<file path="config.mk">
export PLATFORM = sky130hd
export DESIGN_NAME = rims_datapath
export DESIGN_NICKNAME = d
export VERILOG_FILES = /design/src/hdl/rims_pkg.sv /design/src/hdl/rims_datapath.sv
export SDC_FILE = /design/constraint.sdc
export NUM_CORES = 2
export LEC_CHECK = 0
export BUFFER_PORTS_ARGS = -buffer_cell sky130_fd_sc_hd__buf_2
export CORE_UTILIZATION = 45
export CTS_BUF_LIST = sky130_fd_sc_hd__clkbuf_4 sky130_fd_sc_hd__clkbuf_8
export CTS_CLUSTER_SIZE = 8
export DETAILED_ROUTE_END_ITERATION = 7
export GPL_ROUTABILITY_DRIVEN = 0
export HOLD_SLACK_MARGIN = 0.02
export PLACE_DENSITY_LB_ADDON = 0.08
export SLEW_MARGIN = 20
export SYNTH_ARGS = -nofsm -noshare
export SYNTH_HDL_FRONTEND = slang
export SYNTH_SLANG_ARGS = --single-unit
export TNS_END_PERCENT = 100
</file>
<file path="constraint.sdc">
create_clock -name clock -period 16.1 [get_ports clock]
set_input_delay 0 -clock clock [delete_from_list [all_inputs] [get_ports clock]]
set_output_delay 0 -clock clock [all_outputs]
set_load 0.02 [all_outputs]
</file>
<file path="src/hdl/rims_pkg.sv">
package rims_pkg;

   localparam int KEY_W              = 32;
   localparam int CAPACITY_DEFAULT   = 64;
   localparam int RUN_SIZE_DEFAULT   = 8;

   typedef logic signed [KEY_W-1:0] key_type;

   // Source of the data written into the key memories.
   typedef enum logic [1:0] {
      WSEL_KEY,
      WSEL_V,
      WSEL_RDA,
      WSEL_MERGE
   } wsel_type;

   typedef struct packed {
      logic     bank;          // bank that holds the current sequence
      logic     wr_en;
      logic     wr_other;      // write into the bank opposite to bank
      wsel_type wsel;
      logic     v_load;        // capture port A read data as insertion key
      logic     a_live;        // first merge run still has keys
      logic     b_live;        // second merge run still has keys
      logic     out_load;
      logic     out_end;
      logic     out_overflow;
   } cmd_type;

   typedef struct packed {
      logic take_a;
      logic rda_before_v;
   } status_type;

   // True when key x may stand before key y in the selected order.
   function automatic logic key_before(input logic ascending, input key_type x,
                                       input key_type y);
      if (ascending) begin
         return x <= y;
      end
      return x >= y;
   endfunction

endpackage

</file>
<file path="src/hdl/rims_datapath.sv">
module rims_datapath #(
   parameter int CAPACITY = rims_pkg::CAPACITY_DEFAULT
) (
   input  logic                        clock,
   input  logic                        reset,
   input  logic                        csr_we,
   input  logic                        csr_wdata,
   input  rims_pkg::key_type           req_key,
   input  rims_pkg::cmd_type           cmd,
   input  logic [$clog2(CAPACITY)-1:0] wr_addr,
   input  logic [$clog2(CAPACITY)-1:0] rd_addr_a,
   input  logic [$clog2(CAPACITY)-1:0] rd_addr_b,
   output rims_pkg::status_type        status,
   output logic                        rsp_valid,
   output rims_pkg::key_type           rsp_sorted_key,
   output logic                        rsp_end_of_batch,
   output logic                        rsp_overflow
);
   import rims_pkg::*;

   localparam int AW    = $clog2(CAPACITY);
   localparam int DEPTH = 1 << AW;

   key_type  bank0_mem [DEPTH];
   key_type  bank1_mem [DEPTH];
   key_type  b0_rda_ff, b0_rdb_ff, b1_rda_ff, b1_rdb_ff;
   logic     bank_ff;
   key_type  rda, rdb;
   key_type  v_ff;
   key_type  wr_data;
   logic     wr_bank;
   logic     ascending_ff;
   logic     take_a;
   logic     rsp_valid_ff, rsp_end_ff, rsp_overflow_ff;
   key_type  rsp_key_ff;

   assign wr_bank = cmd.bank ^ cmd.wr_other;

   always_ff @(posedge clock) begin
      if (cmd.wr_en && !wr_bank) begin
         bank0_mem[wr_addr] <= wr_data;
      end
      b0_rda_ff <= bank0_mem[rd_addr_a];
      b0_rdb_ff <= bank0_mem[rd_addr_b];
   end

   always_ff @(posedge clock) begin
      if (cmd.wr_en && wr_bank) begin
         bank1_mem[wr_addr] <= wr_data;
      end
      b1_rda_ff <= bank1_mem[rd_addr_a];
      b1_rdb_ff <= bank1_mem[rd_addr_b];
   end

   // Read data follows the bank that was addressed in the previous cycle.
   always_ff @(posedge clock) begin
      bank_ff <= cmd.bank;
      if (cmd.v_load) begin
         v_ff <= rda;
      end
   end

   assign rda = bank_ff ? b1_rda_ff : b0_rda_ff;
   assign rdb = bank_ff ? b1_rdb_ff : b0_rdb_ff;

   assign take_a = cmd.a_live && (!cmd.b_live || key_before(ascending_ff, rda, rdb));

   always_comb begin
      unique case (cmd.wsel)
         WSEL_KEY:   wr_data = req_key;
         WSEL_V:     wr_data = v_ff;
         WSEL_RDA:   wr_data = rda;
         WSEL_MERGE: wr_data = take_a ? rda : rdb;
         default:    wr_data = req_key;
      endcase
   end

   assign status.take_a       = take_a;
   assign status.rda_before_v = key_before(ascending_ff, rda, v_ff);

   always_ff @(posedge clock) begin
      if (reset) begin
         ascending_ff <= 1'b1;
      end else if (csr_we) begin
         ascending_ff <= csr_wdata;
      end
   end

   always_ff @(posedge clock) begin
      if (reset) begin
         rsp_valid_ff    <= 1'b0;
         rsp_end_ff      <= 1'b0;
         rsp_overflow_ff <= 1'b0;
      end else begin
         rsp_valid_ff    <= cmd.out_load;
         rsp_end_ff      <= cmd.out_load & cmd.out_end;
         rsp_overflow_ff <= cmd.out_load & cmd.out_overflow;
      end
   end

   always_ff @(posedge clock) begin
      if (cmd.out_load) begin
         rsp_key_ff <= rda;
      end
   end

   assign rsp_valid        = rsp_valid_ff;
   assign rsp_sorted_key   = rsp_key_ff;
   assign rsp_end_of_batch = rsp_end_ff;
   assign rsp_overflow     = rsp_overflow_ff;

endmodule

</file>
==> impl_table.tex <==
\begin{tabular}{lr}
\hline
Metric & Value \\
\hline
\multicolumn{2}{l}{\textbf{Run status}} \\
Run status & finished, violations left \\
Violations in the final reports & hold timing \\
\multicolumn{2}{l}{\textbf{Layout}} \\
Final nets & 9,005 \\
Layout cell share with drive strength beyond 1 & 0.469 \\
Area Growth Syn to Fin & 12.3\% \\
Post-Layout Inst Area & 219,000 um2 \\
Non-filler cells, final & 15,200 \\
Most frequent standard cell in the layout excluding fill and tap cells & sky130\_fd\_sc\_hd\_\_edfxtp\_1 \\
Highest-count cells in the layout ignoring fill and taps & sky130\_fd\_sc\_hd\_\_edfxtp\_1 (4,160), sky130\_fd\_sc\_hd\_\_mux4\_2 (2,688), sky130\_fd\_sc\_hd\_\_clkbuf\_8 (764), sky130\_fd\_sc\_hd\_\_buf\_4 (298), sky130\_fd\_sc\_hd\_\_clkbuf\_4 (261) \\
\multicolumn{2}{l}{\textbf{Yosys}} \\
Register area share after synthesis & 0.655 \\
Post-synthesis sequential element count & roughly 4,300 \\
Most instantiated flip-flop cell in the synthesis netlist & sky130\_fd\_sc\_hd\_\_edfxtp\_1 \\
Average instance area after synthesis & 23.5 um2 \\
Async SR Flop Fraction & 0 \\
Summed instance area of the synthesized netlist & 195,000 um2 \\
Count of distinct cell types in the synthesized netlist & 45 \\
Post-synthesis instance total & 8,274 \\
Synth warn & 0 \\
Post-synthesis net count & 8,403 \\
Number of flops mapped to enable cells by yosys & about 4,200 \\
\multicolumn{2}{l}{\textbf{Worst setup path}} \\
Critical path start-end classification & register to register \\
Startpoint of the worst-slack reg-to-reg timing path & bank\_ff \\
Endpoint kind of the worst setup timing path & register \\
Worst setup startpoint & bank\_ff \\
Data required time at the worst endpoint & roughly 17,000 ps \\
Maximum fanout along the worst path & 68 \\
Kind of start point of the critical path & register \\
Arrival time at the worst endpoint & 8450 ps \\
\multicolumn{2}{l}{\textbf{Clock network}} \\
Post-cts hold buffer count & 62 \\
Buffer type at the clock tree root & sky130\_fd\_sc\_hd\_\_clkbuf\_8 \\
TritonCTS clock tree & built \\
CTS sink cnt & $\sim$4,300 \\
Clock-pin slew reported for the worst setup and hold paths after clock tree synthesis & about 60 ps \\
PostCTS Resize Cnt & 0 \\
H-Tree Depth & 6 \\
Cts bufs inserted & 725 \\
Buffers from clock root to sink, at most & 4 \\
Clock latency on the worst-skew pair & between 1000 and 1500 ps \\
Setup Fix Bufs, Post-CTS & 0 \\
\multicolumn{2}{l}{\textbf{Min path}} \\
Hold path startpoint & req\_key[31] \\
Type of the most critical hold path & input pin to register \\
\multicolumn{2}{l}{\textbf{Placement}} \\
Placed Cells incl. Taps & 13,800 \\
Post-detailed-placement half-perimeter wirelength & 378,000 um \\
I/O Buffers & a little over 100 \\
Area of placed instances & 204,000 um2 \\
\multicolumn{2}{l}{\textbf{Route}} \\
Final WL & around 700,000 um \\
Number of antenna-violating nets in the routed design & 0 \\
Total number of vias & 105,000 \\
First-pass DRT Iterations & 6 \\
First DRT Iteration DRCs & 13,600 \\
Routed length per placed instance & approximately 45 um \\
Drt via density & 6.91 \\
DRC violation count after routing & 0 \\
\multicolumn{2}{l}{\textbf{Die}} \\
Die boundary height & 660 um \\
Effective utilization at floorplan & 0.452 \\
Core ar. & approximately 430,000 um2 \\
Overall die width & 660 um \\
Row count & about 240 \\
Die ar. & 436,000 um2 \\
Top-Level Pins & 102 \\
\multicolumn{2}{l}{\textbf{Timing}} \\
Max Freq & $\sim$130 MHz \\
Period Utilization, post-route & 0.465 \\
Fin Hold WS & -15.8 ps \\
Actual slew at the worst max-slew pin & around 1200 ps \\
Final total negative setup slack & 0 ps \\
Number of slew-limit violations in the final report & 0 \\
Fin Clk Skew & 73.1 ps \\
RSZ-0062 raised after global routing & no \\
Final count of negative-setup-slack endpoints & 0 \\
Clock period minus worst slack & 7490 ps \\
Final hold violation count & 8 \\
Slew headroom & 0.200 \\
\multicolumn{2}{l}{\textbf{GRT}} \\
Wire length of the first global-routing pass & $\sim$930,000 um \\
Largest net degree at the start of global routing & 133 \\
Antenna violations before repair & 63 \\
Overall routing resource usage & 0.315 \\
Number of global-route vias before repair & 108,000 \\
Total grt overflow & 0 \\
\multicolumn{2}{l}{\textbf{Power}} \\
Static leakage & 67.8 nW \\
Pwr/cell area & around 110 nW/um2 \\
Power Total & 25.1 mW \\
Largest voltage drop on the vdd net & 78.2 uV \\
\multicolumn{2}{l}{\textbf{Job}} \\
Count of maximum capacitance violations & 0 \\
\hline
\end{tabular}
-- where the power goes --
| group | internal (mW) | switching, mW | leakage (nW) |
|---|---|---|---|
| combinational | 0.929 | 1.64 | 21.8 |
| sequential | 12.9 | 0.0753 | 38.6 |
| clock | 5.07 | 4.54 | 7.37 |
-- area by class of cell --
type / instances / area [um2]
Tap cell: 5710 / 7140
Clock inverter: 281 / 1470
Clock buffer: 1025 / 12500
Multi-Input combinational cell: 3259 / 65400
Fill cell: 33700 / 212000
Timing Repair Buffer: 521 / 4440
Inverter: 76 / 285
Sequential cell: 4293 / 128000
Antenna cell: 40 / 100
-- synthesized netlist by cell type, types with 2 or more instances --
cell / n / area [um2]
sky130_fd_sc_hd__buf_4: 11 / 82.6
sky130_fd_sc_hd__nand2b_1: 2 / 12.5
sky130_fd_sc_hd__buf_6: 3 / 33.8
sky130_fd_sc_hd__a21oi_1: 51 / 255
sky130_fd_sc_hd__mux4_2: 2688 / 60500
sky130_fd_sc_hd__nor2_1: 138 / 518
sky130_fd_sc_hd__nand3_1: 10 / 50.1
sky130_fd_sc_hd__edfxtp_1: 4160 / 125000
sky130_fd_sc_hd__a21o_1: 9 / 67.6
sky130_fd_sc_hd__nor3_1: 34 / 170
sky130_fd_sc_hd__nor4_1: 4 / 25.0
sky130_fd_sc_hd__o21ai_0: 75 / 375
sky130_fd_sc_hd__nand4_1: 14 / 87.6
sky130_fd_sc_hd__or3_1: 2 / 12.5
sky130_fd_sc_hd__nor2b_1: 7 / 43.8
sky130_fd_sc_hd__buf_1: 110 / 413
sky130_fd_sc_hd__a311o_1: 31 / 310
sky130_fd_sc_hd__a21boi_0: 3 / 22.5
sky130_fd_sc_hd__inv_1: 76 / 285
sky130_fd_sc_hd__or3b_2: 3 / 26.3
sky130_fd_sc_hd__clkbuf_1: 408 / 1530
sky130_fd_sc_hd__dfxtp_1: 133 / 2660
sky130_fd_sc_hd__nand2_1: 26 / 97.6
sky130_fd_sc_hd__o211ai_1: 3 / 22.5
sky130_fd_sc_hd__nand3b_1: 6 / 45.0
sky130_fd_sc_hd__o21a_1: 3 / 22.5
sky130_fd_sc_hd__and2_1: 4 / 25.0
sky130_fd_sc_hd__mux2_2: 2 / 22.5
sky130_fd_sc_hd__xnor2_1: 2 / 17.5
sky130_fd_sc_hd__mux2i_1: 65 / 651
sky130_fd_sc_hd__ha_1: 64 / 801
sky130_fd_sc_hd__buf_2: 114 / 571
-- worst paths after layout --
kind                        endpoint  slack, ps  cells past startpoint
hold / removal     bank1_mem[54][31]        -20                      5
setup reg to reg     bank0_mem[4][7]       8610                     13
setup / recovery     bank0_mem[4][7]       8610                     13
hold reg to reg   rsp_sorted_key[22]        640                      2
-- per-layer routing --
layer / global-route usage / vias up / routed length [um]
li1: - / 38800 / -
met1: 0.417 / 58800 / 254000
met2: 0.510 / 6024 / 334000
met3: 0.0559 / 1409 / 57200
met4: 0.151 / 12 / 37800
met5: 0 / - / 84
-- sequential cells by signal (all words and copies together) (netlist names) --
register and count:
v_ff 32, b1_rdb_ff 32, ascending_ff 1, rsp_end_of_batch 1, rsp_sorted_key 32, bank_ff 1, b0_rdb_ff 32, bank1_mem 2048
b0_rda_ff 32, bank0_mem 2048, rsp_overflow 1, rsp_valid 1, b1_rda_ff 32
-- worst max-delay path, cell delays in order (launching register included) --
cell and delay [ps]:
sky130_fd_sc_hd__dfxtp_4 610, sky130_fd_sc_hd__buf_4 690, sky130_fd_sc_hd__mux2i_1 320, sky130_fd_sc_hd__inv_1 150
sky130_fd_sc_hd__ha_1 390, sky130_fd_sc_hd__nand4_1 190, sky130_fd_sc_hd__nor4_2 1030, sky130_fd_sc_hd__a21boi_0 290
sky130_fd_sc_hd__o41a_1 240, sky130_fd_sc_hd__mux2i_1 130, sky130_fd_sc_hd__nor2_4 530, sky130_fd_sc_hd__buf_4 560
sky130_fd_sc_hd__a311o_2 1030, sky130_fd_sc_hd__buf_4 690
-- kinds of logic (layout without fill, tap and decap cells) --
logic type               count (synthesis)  after routing  synth area share
multiplexers                          2755           2755             0.314
flip-flops                            4293           4293             0.655
adder cells (fa/ha/maj)                 64             64           0.00411
XOR/XNOR                                 3              3          0.000135
other                                    0             40                 0
buffers and inverters                  722           1903            0.0150
AO/OA/AOI/OAI                          182            182           0.00584
AND/OR/NAND/NOR                        255            255           0.00591
-- through the flow --
step / worst slack, ps / utilization
global placement: 8940 / 0.473
floorplan: 6590 / -
CTS: 8780 / 0.507
global route: 8510 / 0.508
finish: 8610 / 0.508
detailed placement: 8840 / 0.473
Note: power is estimated with default switching activity, not from simulation.
