**config.mk**
```make
export PLATFORM = sky130hd
export DESIGN_NAME = rims_controller
export DESIGN_NICKNAME = d
export VERILOG_FILES = /design/src/hdl/rims_pkg.sv /design/src/hdl/rims_controller.sv
export SDC_FILE = /design/constraint.sdc
export NUM_CORES = 1
export LEC_CHECK = 0
export ABC_AREA = 1
export BUFFER_PORTS_ARGS = -buffer_cell sky130_fd_sc_hd__buf_4
export CAP_MARGIN = 30
export CORE_MARGIN = 2
export CORE_UTILIZATION = 50
export DETAILED_ROUTE_END_ITERATION = 10
export PLACE_DENSITY = 0.75
export SLEW_MARGIN = 20
export SYNTH_ARGS = -nofsm -noshare
export SYNTH_HDL_FRONTEND = slang
export SYNTH_SLANG_ARGS = --single-unit
```
**constraint.sdc**
```tcl
create_clock -name clock -period 6.6 [get_ports clock]
set_clock_uncertainty 0.2 [all_clocks]
set_input_delay 1.32 -clock clock [delete_from_list [all_inputs] [get_ports clock]]
set_output_delay 1.32 -clock clock [all_outputs]
set_load 0.05 [all_outputs]
```
**src/hdl/rims_pkg.sv**
```systemverilog
package rims_pkg;

   localparam int KEY_W              = 32;
   localparam int CAPACITY_DEFAULT   = 64;
   localparam int RUN_SIZE_DEFAULT   = 8;

   typedef logic signed [KEY_W-1:0] key_type;

   // Source of the data written into the key memories.
   typedef enum logic [1:0] {
      WSEL_KEY,
      WSEL_V,
      WSEL_RDA,
      WSEL_MERGE
   } wsel_type;

   typedef struct packed {
      logic     bank;          // bank that holds the current sequence
      logic     wr_en;
      logic     wr_other;      // write into the bank opposite to bank
      wsel_type wsel;
      logic     v_load;        // capture port A read data as insertion key
      logic     a_live;        // first merge run still has keys
      logic     b_live;        // second merge run still has keys
      logic     out_load;
      logic     out_end;
      logic     out_overflow;
   } cmd_type;

   typedef struct packed {
      logic take_a;
      logic rda_before_v;
   } status_type;

   // True when key x may stand before key y in the selected order.
   function automatic logic key_before(input logic ascending, input key_type x,
                                       input key_type y);
      if (ascending) begin
         return x <= y;
      end
      return x >= y;
   endfunction

endpackage

```
**src/hdl/rims_controller.sv**
```systemverilog
module rims_controller #(
   parameter int CAPACITY = rims_pkg::CAPACITY_DEFAULT,
   parameter int RUN_SIZE = rims_pkg::RUN_SIZE_DEFAULT
) (
   input  logic                        clock,
   input  logic                        reset,
   input  logic                        start,
   input  logic                        req_last,
   output logic                        busy,
   output rims_pkg::cmd_type           cmd,
   output logic [$clog2(CAPACITY)-1:0] wr_addr,
   output logic [$clog2(CAPACITY)-1:0] rd_addr_a,
   output logic [$clog2(CAPACITY)-1:0] rd_addr_b,
   input  rims_pkg::status_type        status
);
   import rims_pkg::*;

   localparam int AW = $clog2(CAPACITY);
   localparam int CW = $clog2(CAPACITY + 1);
   localparam int XW = $clog2(3 * CAPACITY + RUN_SIZE + 1);
   localparam logic [CW-1:0] CAP_C = CW'(CAPACITY);
   localparam logic [XW-1:0] RUN_C = XW'(RUN_SIZE);

   typedef enum logic [3:0] {
      ST_IDLE,
      ST_INS_NEXT,
      ST_INS_LOADV,
      ST_INS_PROBE,
      ST_INS_CMP,
      ST_MRG_PASS,
      ST_MRG_SEG,
      ST_MRG_RD,
      ST_MRG_CMP,
      ST_OUT_RD,
      ST_OUT_WR
   } state_type;

   state_type     state_ff, state_in;
   logic          busy_ff;
   logic [CW-1:0] count_ff, count_in;
   logic [CW-1:0] n_ff, n_in;
   logic          dropped_ff, dropped_in;
   logic          src_ff, src_in;
   logic [XW-1:0] lo_ff, lo_in;
   logic [XW-1:0] width_ff, width_in;
   logic [CW-1:0] hi_ff, hi_in;
   logic [CW-1:0] mid_ff, mid_in;
   logic [CW-1:0] i_ff, i_in;
   logic [CW-1:0] j_ff, j_in;
   logic [CW-1:0] a_ff, a_in;
   logic [CW-1:0] b_ff, b_in;
   logic [CW-1:0] k_ff, k_in;

   logic          stored;
   logic [XW-1:0] n_x;
   logic [XW-1:0] lo_run;
   logic [XW-1:0] lo_pair;
   logic [CW-1:0] jm1;
   logic [CW-1:0] kp1;

   // Smaller of x and lim; lim never exceeds the capacity.
   function automatic logic [CW-1:0] clip(input logic [XW-1:0] x, input logic [XW-1:0] lim);
      if (x < lim) begin
         return CW'(x);
      end
      return CW'(lim);
   endfunction

   assign stored  = count_ff < CAP_C;
   assign n_x     = XW'(n_ff);
   assign lo_run  = lo_ff + RUN_C;
   assign lo_pair = lo_ff + (width_ff << 1);
   assign jm1     = j_ff - CW'(1);
   assign kp1     = k_ff + CW'(1);

   always_comb begin
      state_in   = state_ff;
      count_in   = count_ff;
      n_in       = n_ff;
      dropped_in = dropped_ff;
      src_in     = src_ff;
      lo_in      = lo_ff;
      width_in   = width_ff;
      hi_in      = hi_ff;
      mid_in     = mid_ff;
      i_in       = i_ff;
      j_in       = j_ff;
      a_in       = a_ff;
      b_in       = b_ff;
      k_in       = k_ff;
      cmd        = '0;
      cmd.bank   = src_ff;
      cmd.wsel   = WSEL_KEY;
      wr_addr    = '0;
      rd_addr_a  = '0;
      rd_addr_b  = '0;

      unique case (state_ff)
         ST_IDLE: begin
            wr_addr = count_ff[AW-1:0];
            if (start) begin
               cmd.wr_en  = stored;
               count_in   = count_ff + CW'(stored);
               dropped_in = dropped_ff | !stored;
               if (req_last) begin
                  n_in     = count_in;
                  src_in   = 1'b0;
                  lo_in    = '0;
                  i_in     = CW'(1);
                  hi_in    = clip(RUN_C, XW'(count_in));
                  state_in = ST_INS_NEXT;
               end
            end
         end

         ST_INS_NEXT: begin
            rd_addr_a = i_ff[AW-1:0];
            if (i_ff < hi_ff) begin
               j_in     = i_ff;
               state_in = ST_INS_LOADV;
            end else if (lo_run < n_x) begin
               lo_in = lo_run;
               i_in  = CW'(lo_run + XW'(1));
               hi_in = clip(lo_run + RUN_C, n_x);
            end else begin
               width_in = RUN_C;
               state_in = ST_MRG_PASS;
            end
         end

         ST_INS_LOADV: begin
            cmd.v_load = 1'b1;
            state_in   = ST_INS_PROBE;
         end

         ST_INS_PROBE: begin
            rd_addr_a = jm1[AW-1:0];
            wr_addr   = j_ff[AW-1:0];
            if (XW'(j_ff) > lo_ff) begin
               state_in = ST_INS_CMP;
            end else begin
               cmd.wr_en = 1'b1;
               cmd.wsel  = WSEL_V;
               i_in      = i_ff + CW'(1);
               state_in  = ST_INS_NEXT;
            end
         end

         ST_INS_CMP: begin
            wr_addr   = j_ff[AW-1:0];
            cmd.wr_en = 1'b1;
            if (!status.rda_before_v) begin
               cmd.wsel = WSEL_RDA;
               j_in     = jm1;
               state_in = ST_INS_PROBE;
            end else begin
               cmd.wsel = WSEL_V;
               i_in     = i_ff + CW'(1);
               state_in = ST_INS_NEXT;
            end
         end

         ST_MRG_PASS: begin
            if (width_ff < n_x) begin
               lo_in    = '0;
               state_in = ST_MRG_SEG;
            end else begin
               k_in     = '0;
               state_in = ST_OUT_RD;
            end
         end

         ST_MRG_SEG: begin
            if (lo_ff < n_x) begin
               mid_in   = clip(lo_ff + width_ff, n_x);
               hi_in    = clip(lo_pair, n_x);
               a_in     = CW'(lo_ff);
               b_in     = mid_in;
               k_in     = CW'(lo_ff);
               state_in = ST_MRG_RD;
            end else begin
               src_in   = ~src_ff;
               width_in = width_ff << 1;
               state_in = ST_MRG_PASS;
            end
         end

         ST_MRG_RD: begin
            rd_addr_a = a_ff[AW-1:0];
            rd_addr_b = b_ff[AW-1:0];
            if (k_ff < hi_ff) begin
               state_in = ST_MRG_CMP;
            end else begin
               lo_in    = lo_pair;
               state_in = ST_MRG_SEG;
            end
         end

         ST_MRG_CMP: begin
            cmd.a_live   = a_ff < mid_ff;
            cmd.b_live   = b_ff < hi_ff;
            cmd.wr_en    = 1'b1;
            cmd.wr_other = 1'b1;
            cmd.wsel     = WSEL_MERGE;
            wr_addr      = k_ff[AW-1:0];
            k_in         = kp1;
            if (status.take_a) begin
               a_in = a_ff + CW'(1);
            end else begin
               b_in = b_ff + CW'(1);
            end
            state_in = ST_MRG_RD;
         end

         ST_OUT_RD: begin
            rd_addr_a = k_ff[AW-1:0];
            state_in  = ST_OUT_WR;
         end

         ST_OUT_WR: begin
            cmd.out_load     = 1'b1;
            cmd.out_overflow = dropped_ff;
            cmd.out_end      = kp1 == n_ff;
            if (kp1 == n_ff) begin
               count_in   = '0;
               dropped_in = 1'b0;
               src_in     = 1'b0;
               state_in   = ST_IDLE;
            end else begin
               k_in     = kp1;
               state_in = ST_OUT_RD;
            end
         end

         default: begin
            state_in = ST_IDLE;
         end
      endcase
   end

   always_ff @(posedge clock) begin
      if (reset) begin
         state_ff   <= ST_IDLE;
         busy_ff    <= 1'b0;
         count_ff   <= '0;
         dropped_ff <= 1'b0;
         src_ff     <= 1'b0;
      end else begin
         state_ff   <= state_in;
         busy_ff    <= state_in != ST_IDLE;
         count_ff   <= count_in;
         dropped_ff <= dropped_in;
         src_ff     <= src_in;
      end
      n_ff     <= n_in;
      lo_ff    <= lo_in;
      width_ff <= width_in;
      hi_ff    <= hi_in;
      mid_ff   <= mid_in;
      i_ff     <= i_in;
      j_ff     <= j_in;
      a_ff     <= a_in;
      b_ff     <= b_in;
      k_ff     <= k_in;
   end

   assign busy = busy_ff;

endmodule

```
==> impl_metrics.json, run 1 <==
{
  "place_hpwl_um": 14000,
  "drt_first_pass_iters": 6,
  "vias": 5624,
  "critPathKind": "reg2out",
  "regArea_mm2": 0.00226,
  "yosysSeqAreaShare": 0.363,
  "holdPathStages": 2,
  "die_h_um": 116,
  "routed_wl_um": 17700,
  "power_uw": 3540,
  "drt_iter0_markers": 498,
  "cts_resized": 0,
  "hp-start": "dropped_ff",
  "layout_commonest_cell": "nand2_1",
  "setup_viol": 0,
  "grt_max_degree": 34,
  "pre_cts_ws_ps": 2900,
  "syn_to_final_growth_pct": 12.0,
  "via_per_inst": 5.50,
  "cellPowerDensity_mw_per_mm2": 507,
  "core_mm2": 0.0121,
  "cts_root_buffer": "clkbuf_16",
  "antenna_cells": 0,
  "cts_tree": "yes",
  "arrival_ps": 2560,
  "grt_overflow": 0,
  "synth_nets": 886,
  "multi_input_area_mm2": 0.00344,
  "mostFrequentLayoutCells": "nand2_1, inv_1, nor2_1",
  "p_leak_uw": 0.00334,
  "max_freq_ghz": 0.245,
  "die_x_um": 116,
  "fin_tns_setup_ps": 0,
  "rows": 40,
  "clock_latency_ps": 350,
  "drive_gt1_frac": 0.0795,
  "rsz0062_at_grt": "false",
  "r2r_cells": 10,
  "wire_per_inst_um": 17.3,
  "yosysUniqueCellTypes": 43,
  "slew_headroom": 0.412,
  "cap_violations": 0,
  "grt_antenna_before_repair": 0,
  "holdPathEnd": "dropped_ff",
  "syn-mean-instance-area_um2": 7.69,
  "numCtsBuffers": 9,
  "drc": 0,
  "synth_area_mm2": 0.00624,
  "outcome": "finished clean",
  "clock-sinks": 80,
  "ir_drop_mv": 0.334,
  "min_period_ps": 4080,
  "pin_count": 36,
  "cp-end-kind": "output pin",
  "async_flop_share": 0,
  "drtAntennaViolNets": 0,
  "worst_pin_slew_ps": 879,
  "synth_top_flop_cell": "edfxtp_1",
  "clock_path_buffers": 2,
  "r2r_slack_ps": 3140,
  "reg2reg_to": "hi_ff[0]",
  "clk_pin_slew_ps": 60,
  "post_cts_buffers": 0,
  "syn_inst": 811,
  "ys_warn_count": 0,
  "slew_violations": 0,
  "setup_slack_ps": 2520,
  "fin_nets": 925,
  "period_share": 0.617,
  "startpoint_type": "flip-flop",
  "track_usage": 0.283,
  "final.fill_count": 1165,
  "gp_congestion": 0.985,
  "portBuffers": 35,
  "start_util": 0.515,
  "synth_seq_cells": 80,
  "hold_buffers": 0,
  "grt_pass1_wl_um": 28300,
  "htree_levels": 3,
  "r2r-start": "lo_ff[4]",
  "required_ps": 5080,
  "dieArea_mm2": 0.0134,
  "grt_pass1_vias": 5440,
  "hold_viol": 0,
  "hold_path_class": "reg2reg",
  "synth_edf_count": 66,
  "cp_max_fo": 11
}
## kinds of logic (layout without fill, tap and decap cells)
logic type,after synthesis,after routing,synth area share
xor gates and xnor gates,32,32,0.0449
AOI/OAI and AO/OA,117,117,0.106
DFF,80,80,0.363
adders and majority gates,69,69,0.141
and+or+nand+nor,375,375,0.259
buffers and inverters,138,182,0.0862
## power breakdown
part	leakage (uW)	internal, uW	total (uW)	switching [uW]
Clock	0.000151	332	536	205
Sequential	0.000712	793	951	158
Combinational	0.00248	671	2060	1390
Total	0.00334	1800	3540	1750
## state kept, by name (all words and copies together) (netlist names), 4 cells and up
signal,count
i_ff,7
count_ff,7
a_ff,7
lo_ff,5
width_ff,5
j_ff,7
state_ff,4
hi_ff,7
b_ff,7
mid_ff,7
k_ff,7
n_ff,7
## Yosys cell counts (2+ instances only)
master	number	area share
a21boi_0	2	0.0024
a21o_1	3	0.0036
a21oi_1	35	0.028
a22oi_1	3	0.0036
a31oi_1	4	0.0040
and2_1	4	0.0040
buf_6	2	0.0036
clkbuf_1	7	0.0042
dfxtp_1	14	0.045
edfxtp_1	66	0.32
fa_1	2	0.0064
ha_1	67	0.13
inv_1	125	0.075
nand2_1	180	0.11
nand2_2	3	0.0030
nand2_4	2	0.0036
nand3_1	60	0.048
nand3b_1	4	0.0048
nand4_1	13	0.013
nor2_1	85	0.051
nor2_2	5	0.0050
nor3_1	13	0.010
o2111ai_1	5	0.0070
o211ai_1	2	0.0024
o21ai_0	42	0.034
o21ai_1	6	0.0048
o221ai_1	2	0.0028
o22ai_1	9	0.0090
or2_2	2	0.0020
xnor2_1	6	0.0084
xor2_1	26	0.037
## final cells by class
type                    count  share of cell area
multi-input cells         593               0.492
flip-flops and latches     80               0.324
inverters                 127              0.0682
repair buffers             39              0.0412
clock buffers              11              0.0333
well taps                 168              0.0301
clock inverters             5              0.0116
## how the worst max path moves through the flow
stage               slack (ps)         from           end
detailed placement        2900  state_ff[3]  rd_addr_a[5]
global placement          3040  state_ff[3]  rd_addr_a[4]
finish                    2520  state_ff[3]  rd_addr_a[5]
global route              2420  state_ff[3]  rd_addr_a[5]
CTS                       2520  state_ff[3]  rd_addr_a[5]
floorplan                 2830        start        cmd[9]
## critical path, cell delays in order (launching register included)
cell and delay [ps]:
dfxtp_1 340, inv_1 80, nand2_1 120, nor2_1 610, inv_1 410, o22ai_1 290, a21oi_1 50, o21ai_0 80
buf_4 220
## layer usage
metal | GRT usage | share of wire | vias to the layer above
met1 | 0.373 | 0.44 | 2579
met3 | 0.0371 | 0.061 | 44
met5 | 0 | 0 | -
li1 | - | - | 2788
met2 | 0.458 | 0.46 | 213
met4 | 0.142 | 0.039 | 0
## per-stage QoR
| stage | hold WS (ps) | cells | util | instance area (um^2) |
|---|---|---|---|---|
| floorplan | 246 | 811 | - | 6240 |
| global placement | 258 | 1005 | 0.550 | 6670 |
| detailed placement | 262 | 1006 | 0.551 | 6670 |
| CTS | 273 | 1022 | 0.577 | 6980 |
| global route | 299 | 1023 | 0.577 | 6990 |
| finish | 269 | 1023 | 0.577 | 6990 |
(Power assumes the default switching activity.)
==> inputs of run 2 (changes only) <==
==> constraint.sdc (replaced) <==
create_clock -name clock -period 4.05 [get_ports clock]
set_clock_uncertainty 0.2 [all_clocks]
set_input_delay 0.81 -clock clock [delete_from_list [all_inputs] [get_ports clock]]
set_output_delay 0.81 -clock clock [all_outputs]
set_load 0.05 [all_outputs]
==> run 2 against run 1 <==
Sequential power rose by 62%. Routed wire length fell by 2.5%. Die area did not move. Hold slack improved by 4.5 ps. Design area barely moved. Via count rose by 0.41%. Critical path depth rose by 2. Clock-buffer cell count fell by 2. Flip-flop and latch count did not move. Critical endpoint is now cmd[9]. Largest power group unchanged.
==> impl_metrics.json, run 2 (synthesized netlist as in run 1, its figures left out) <==
{
  "slew_headroom": 0.484,
  "grt_pass1_wl_um": 27500,
  "core_mm2": 0.0121,
  "pin_count": 36,
  "multi_input_area_mm2": 0.00344,
  "required_ps": 3040,
  "setup_slack_ps": 660,
  "fin_tns_setup_ps": 0,
  "p_leak_uw": 0.00334,
  "final.fill_count": 1184,
  "max_freq_ghz": 0.295,
  "hold_buffers": 0,
  "cp_max_fo": 6,
  "start_util": 0.515,
  "die_h_um": 116,
  "drive_gt1_frac": 0.0841,
  "die_x_um": 116,
  "clk_pin_slew_ps": 60,
  "pre_cts_ws_ps": 798,
  "rows": 40,
  "via_per_inst": 5.51,
  "post_cts_buffers": 0,
  "setup_viol": 0,
  "swShare": 0.499,
  "syn_to_final_growth_pct": 12.1,
  "critPathKind": "reg2out",
  "power_uw": 5740,
  "drt_iter0_markers": 664,
  "dieArea_mm2": 0.0134,
  "gp_congestion": 0.972,
  "drc": 0,
  "cts_tree": "yes",
  "clock_path_buffers": 2,
  "startpoint_type": "flip-flop",
  "grt_overflow": 0,
  "portBuffers": 35,
  "internal_power_uw": 2870,
  "period_share": 0.837,
  "vias": 5647,
  "ir_drop_mv": 0.608,
  "clock-sinks": 80,
  "worst_pin_slew_ps": 770,
  "cts_root_buffer": "clkbuf_16",
  "track_usage": 0.272,
  "grt_pass1_vias": 5301,
  "htree_levels": 3,
  "clkPwrFrac": 0.147,
  "wire_per_inst_um": 16.8,
  "grt_antenna_before_repair": 0,
  "regArea_mm2": 0.00226,
  "fin_nets": 926,
  "hold_path_class": "reg2reg",
  "antenna_cells": 0,
  "place_hpwl_um": 13500,
  "slew_violations": 0,
  "power_switching_uw": 2870,
  "min_period_ps": 3390,
  "hold_viol": 0,
  "grt_max_degree": 33,
  "cp-end-kind": "output pin",
  "cap_violations": 0,
  "numCtsBuffers": 9,
  "routed_wl_um": 17200,
  "cts_resized": 0,
  "outcome": "finished clean",
  "rsz0062_at_grt": "false",
  "whs_ps": 273,
  "arrival_ps": 2380,
  "p_comb_frac": 0.584,
  "drtAntennaViolNets": 0,
  "utilization": 0.577,
  "drt_first_pass_iters": 6,
  "mostFrequentLayoutCells": "nand2_1, inv_1, nor2_1",
  "layout_commonest_cell": "nand2_1",
  "clock_latency_ps": 350,
  "cellPowerDensity_mw_per_mm2": 821,
  "seqPwrFrac": 0.269
}
## run 2: metal layers
metal,vias to the layer above,track usage,part of all wire
li1,2785,-,-
met1,2573,0.362,0.42
met2,242,0.436,0.45
met3,47,0.0549,0.086
met4,0,0.108,0.042
met5,-,0,0
## run 2: worst paths after layout
kind	start	end	slack (ps)	cells after the start
setup / recovery	lo_ff[6]	cmd[9]	660	10
hold / removal	dropped_ff	dropped_ff	270	2
setup reg to reg	lo_ff[4]	hi_ff[1]	760	10
hold reg to reg	dropped_ff	dropped_ff	270	2
## run 2: power by group through the flow
| stage | clock, uW | sequential (uW) | combinational (uW) |
|---|---|---|---|
| after floorplan | 0 | 1460 | 2470 |
| after global placement | 0 | 1550 | 3200 |
| after detailed placement | 0 | 1550 | 3280 |
| after CTS | 844 | 1530 | 3310 |
| after global routing | 877 | 1570 | 3770 |
| final | 844 | 1540 | 3350 |
## run 2: stage by stage
| stage | std cells | area, um^2 |
|---|---|---|
| after floorplan | 811 | 6240 |
| after global placement | 1008 | 6690 |
| after CTS | 1024 | 6990 |
| final | 1024 | 6990 |
| after detailed placement | 1008 | 6690 |
| after global routing | 1024 | 6990 |
## run 2: critical path, cell delays in order (launching register included)
cell and delay [ps]:
edfxtp_1 560, inv_1 200, ha_1 350, inv_1 50
nor2_1 110, nand3_1 90, nand3_1 90, nand2_1 60
nand2_1 150, o2111ai_1 140, buf_4 220
## run 2: area by class of cell
type	count	area share
clock buffer	9	0.0322
clock inverter	7	0.0111
inverter	127	0.0682
multi-input combinational	593	0.492
sequential	80	0.324
tap	168	0.0301
timing repair buffer	40	0.0430
==> inputs of run 3 (changes only) <==
--- a/config.mk
+++ b/config.mk
@@ -11,7 +11,7 @@
 export CORE_MARGIN = 2
 export CORE_UTILIZATION = 50
 export DETAILED_ROUTE_END_ITERATION = 10
-export PLACE_DENSITY = 0.75
+export PLACE_DENSITY = 0.78
 export SLEW_MARGIN = 20
 export SYNTH_ARGS = -nofsm -noshare
 export SYNTH_HDL_FRONTEND = slang
==> constraint.sdc (replaced) <==
create_clock -name clock -period 3.05 [get_ports clock]
set_clock_uncertainty 0.2 [all_clocks]
set_input_delay 0.61 -clock clock [delete_from_list [all_inputs] [get_ports clock]]
set_output_delay 0.61 -clock clock [all_outputs]
set_load 0.05 [all_outputs]
==> run 3 against run 2 <==
Routed wire length is 3.7% higher. Sequential power grew 29%. Clock-buffer cell count rose by 2. Flip-flop and latch count stayed put. Utilization rose by 2.7 points. First-iteration DRC count is 8.4% lower. Sequential share of layout area fell by 1.4 points. Register-to-register slack lost 560 ps. Largest power group unchanged.
==> impl_metrics.json, run 3 (synthesized netlist as in run 1, its figures left out) <==
{
  "outcome": "finished clean",
  "layout_commonest_cell": "nand2_1",
  "worst_pin_slew_ps": 831,
  "vias": 5864,
  "utilization": 0.604,
  "path_buf_inv": 3,
  "setup_viol": 0,
  "slew_violations": 0,
  "period_share": 0.978,
  "r2r_cells": 13,
  "cp_max_fo": 4,
  "r2r-start": "lo_ff[5]",
  "r2r_slack_ps": 200,
  "layoutNonFillerInstCount": 1056,
  "pin_count": 36,
  "wire_per_inst_um": 16.9,
  "cellPowerDensity_mw_per_mm2": 1090,
  "drt_first_pass_iters": 6,
  "cp-end-kind": "output pin",
  "place_hpwl_um": 14100,
  "crit_path_max_incr_delay_ps": 420,
  "syn_to_final_growth_pct": 17.3,
  "required_ps": 2240,
  "path_delay_family": "simple AND/OR/NAND/NOR gates",
  "min_period_ps": 2980,
  "cap_violations": 0,
  "fin_nets": 958,
  "gp_congestion": 1.01,
  "crit_path_end": "cmd[1]",
  "mostFrequentLayoutCells": "nand2_1, inv_1, nor2_1",
  "grt_pass1_wl_um": 28100,
  "arrival_ps": 2170,
  "antenna_cells": 0,
  "startpoint_type": "flip-flop",
  "ir_drop_mv": 0.634,
  "core_mm2": 0.0121,
  "portBuffers": 35,
  "cts_tree": "yes",
  "hold_viol": 0,
  "final.fill_count": 1103,
  "track_usage": 0.280,
  "grt_overflow": 0,
  "die_h_um": 116,
  "via_per_inst": 5.55,
  "crit_top_cell": "nand2_1",
  "clock-sinks": 80,
  "hold_path_class": "in2reg",
  "critPathKind": "reg2out",
  "rsz0062_at_grt": "true",
  "slowest_stage": "edfxtp_1",
  "grt_antenna_before_repair": 0,
  "die_x_um": 116,
  "dieArea_mm2": 0.0134,
  "cts_root_buffer": "clkbuf_16",
  "max_freq_ghz": 0.335,
  "dp.cells": 1032,
  "routed_wl_um": 17800,
  "grt_pass1_vias": 5498,
  "drive_gt1_frac": 0.133,
  "clock_path_buffers": 2,
  "clock_latency_ps": 350,
  "p_leak_uw": 0.00350,
  "rows": 40,
  "cp_num_cells": 12,
  "crit_chain": "ha_2 > nand2_2 > nor2_2 > inv_1 > nand2_1 > nand2_1 > nand2_1 > nand2_1 > nor2_2 > nand3_2 > inv_1 > buf_4",
  "drc": 0,
  "htree_levels": 3,
  "power_uw": 8000,
  "drt_iter0_markers": 608,
  "grt_max_degree": 34,
  "clk_pin_slew_ps": 60,
  "drtAntennaViolNets": 0,
  "start_util": 0.515,
  "crit_path_start": "k_ff[1]",
  "numCtsBuffers": 9,
  "slew_headroom": 0.443,
  "reg2reg_to": "hi_ff[0]"
}
[run 3: cell types whose count changed in the layout (fill, tap and decap cells not counted), sizes merged]
cell      before  now
clkinv         4    3
inv          128  125
clkbuf         9   11
clkinvlp       1    3
buf           40   72
[run 3: worst register-to-register path, stage by stage, from the launching register on]
cell	delay, ps
edfxtp_1	370
buf_6	160
clkinvlp_4	170
fa_1	610
inv_1	90
ha_1	270
inv_1	60
nor2_1	50
o21ai_2	160
nand2_2	110
nand2_1	80
nand2_1	110
nand2_1	80
o21ai_0	80
[run 3: layout make-up]
| cell class | instances | area, um^2 | area share |
|---|---|---|---|
| Timing Repair Buffer | 72 | 564 | 0.0771 |
| Tap cell | 168 | 210 | 0.0287 |
| Multi-Input combinational cell | 593 | 3490 | 0.477 |
| Sequential cell | 80 | 2260 | 0.309 |
| Inverter | 127 | 484 | 0.0662 |
| Clock inverter | 5 | 63.8 | 0.00872 |
| Clock buffer | 11 | 243 | 0.0332 |
[run 3: power breakdown]
part           leakage (uW)  switching, uW  total [uW]  internal (uW)
clock network      0.000146            474        1140            663
logic               0.00264           3140        4870           1730
registers          0.000712            286        1990           1710
[run 3: routing by layer]
| layer | up-vias | share of wire | global-route usage | routed length [um] |
|---|---|---|---|---|
| met5 | - | 0 | 0 | 0 |
| met1 | 2668 | 0.42 | 0.374 | 7480 |
| met2 | 299 | 0.45 | 0.442 | 8000 |
| met3 | 49 | 0.089 | 0.0497 | 1590 |
| li1 | 2848 | - | - | - |
| met4 | 0 | 0.044 | 0.135 | 784 |
[run 3: metrics by stage]
stage	hold WS, ps	setup TNS (ps)	instance area, um^2	setup slack, ps
floorplan	246	0	6240	174
finish	249	0	7320	68.2
global placement	257	0	6880	201
detailed placement	259	0	6880	138
global route	251	-31.0	7320	-21.1
CTS	246	0	7190	6.35
[run 3: how the worst min path moves through the flow]
stage / start / endpoint / slack, ps / cells past startpoint
3_5_place_dp: dropped_ff / dropped_ff / 260 / 2
2_1_floorplan: dropped_ff / dropped_ff / 250 / 2
4_1_cts: reset / state_ff[0] / 250 / 2
3_3_place_gp: dropped_ff / dropped_ff / 260 / 2
5_1_grt: reset / state_ff[0] / 250 / 2
6_report: reset / state_ff[0] / 250 / 2
[run 3: repair_timing]
item,CTS,global route
gates resized for setup,0,20
pin swaps,0,5
endpoints found under the setup margin,2,30
buffers inserted,1,7
hold buffers,0,0
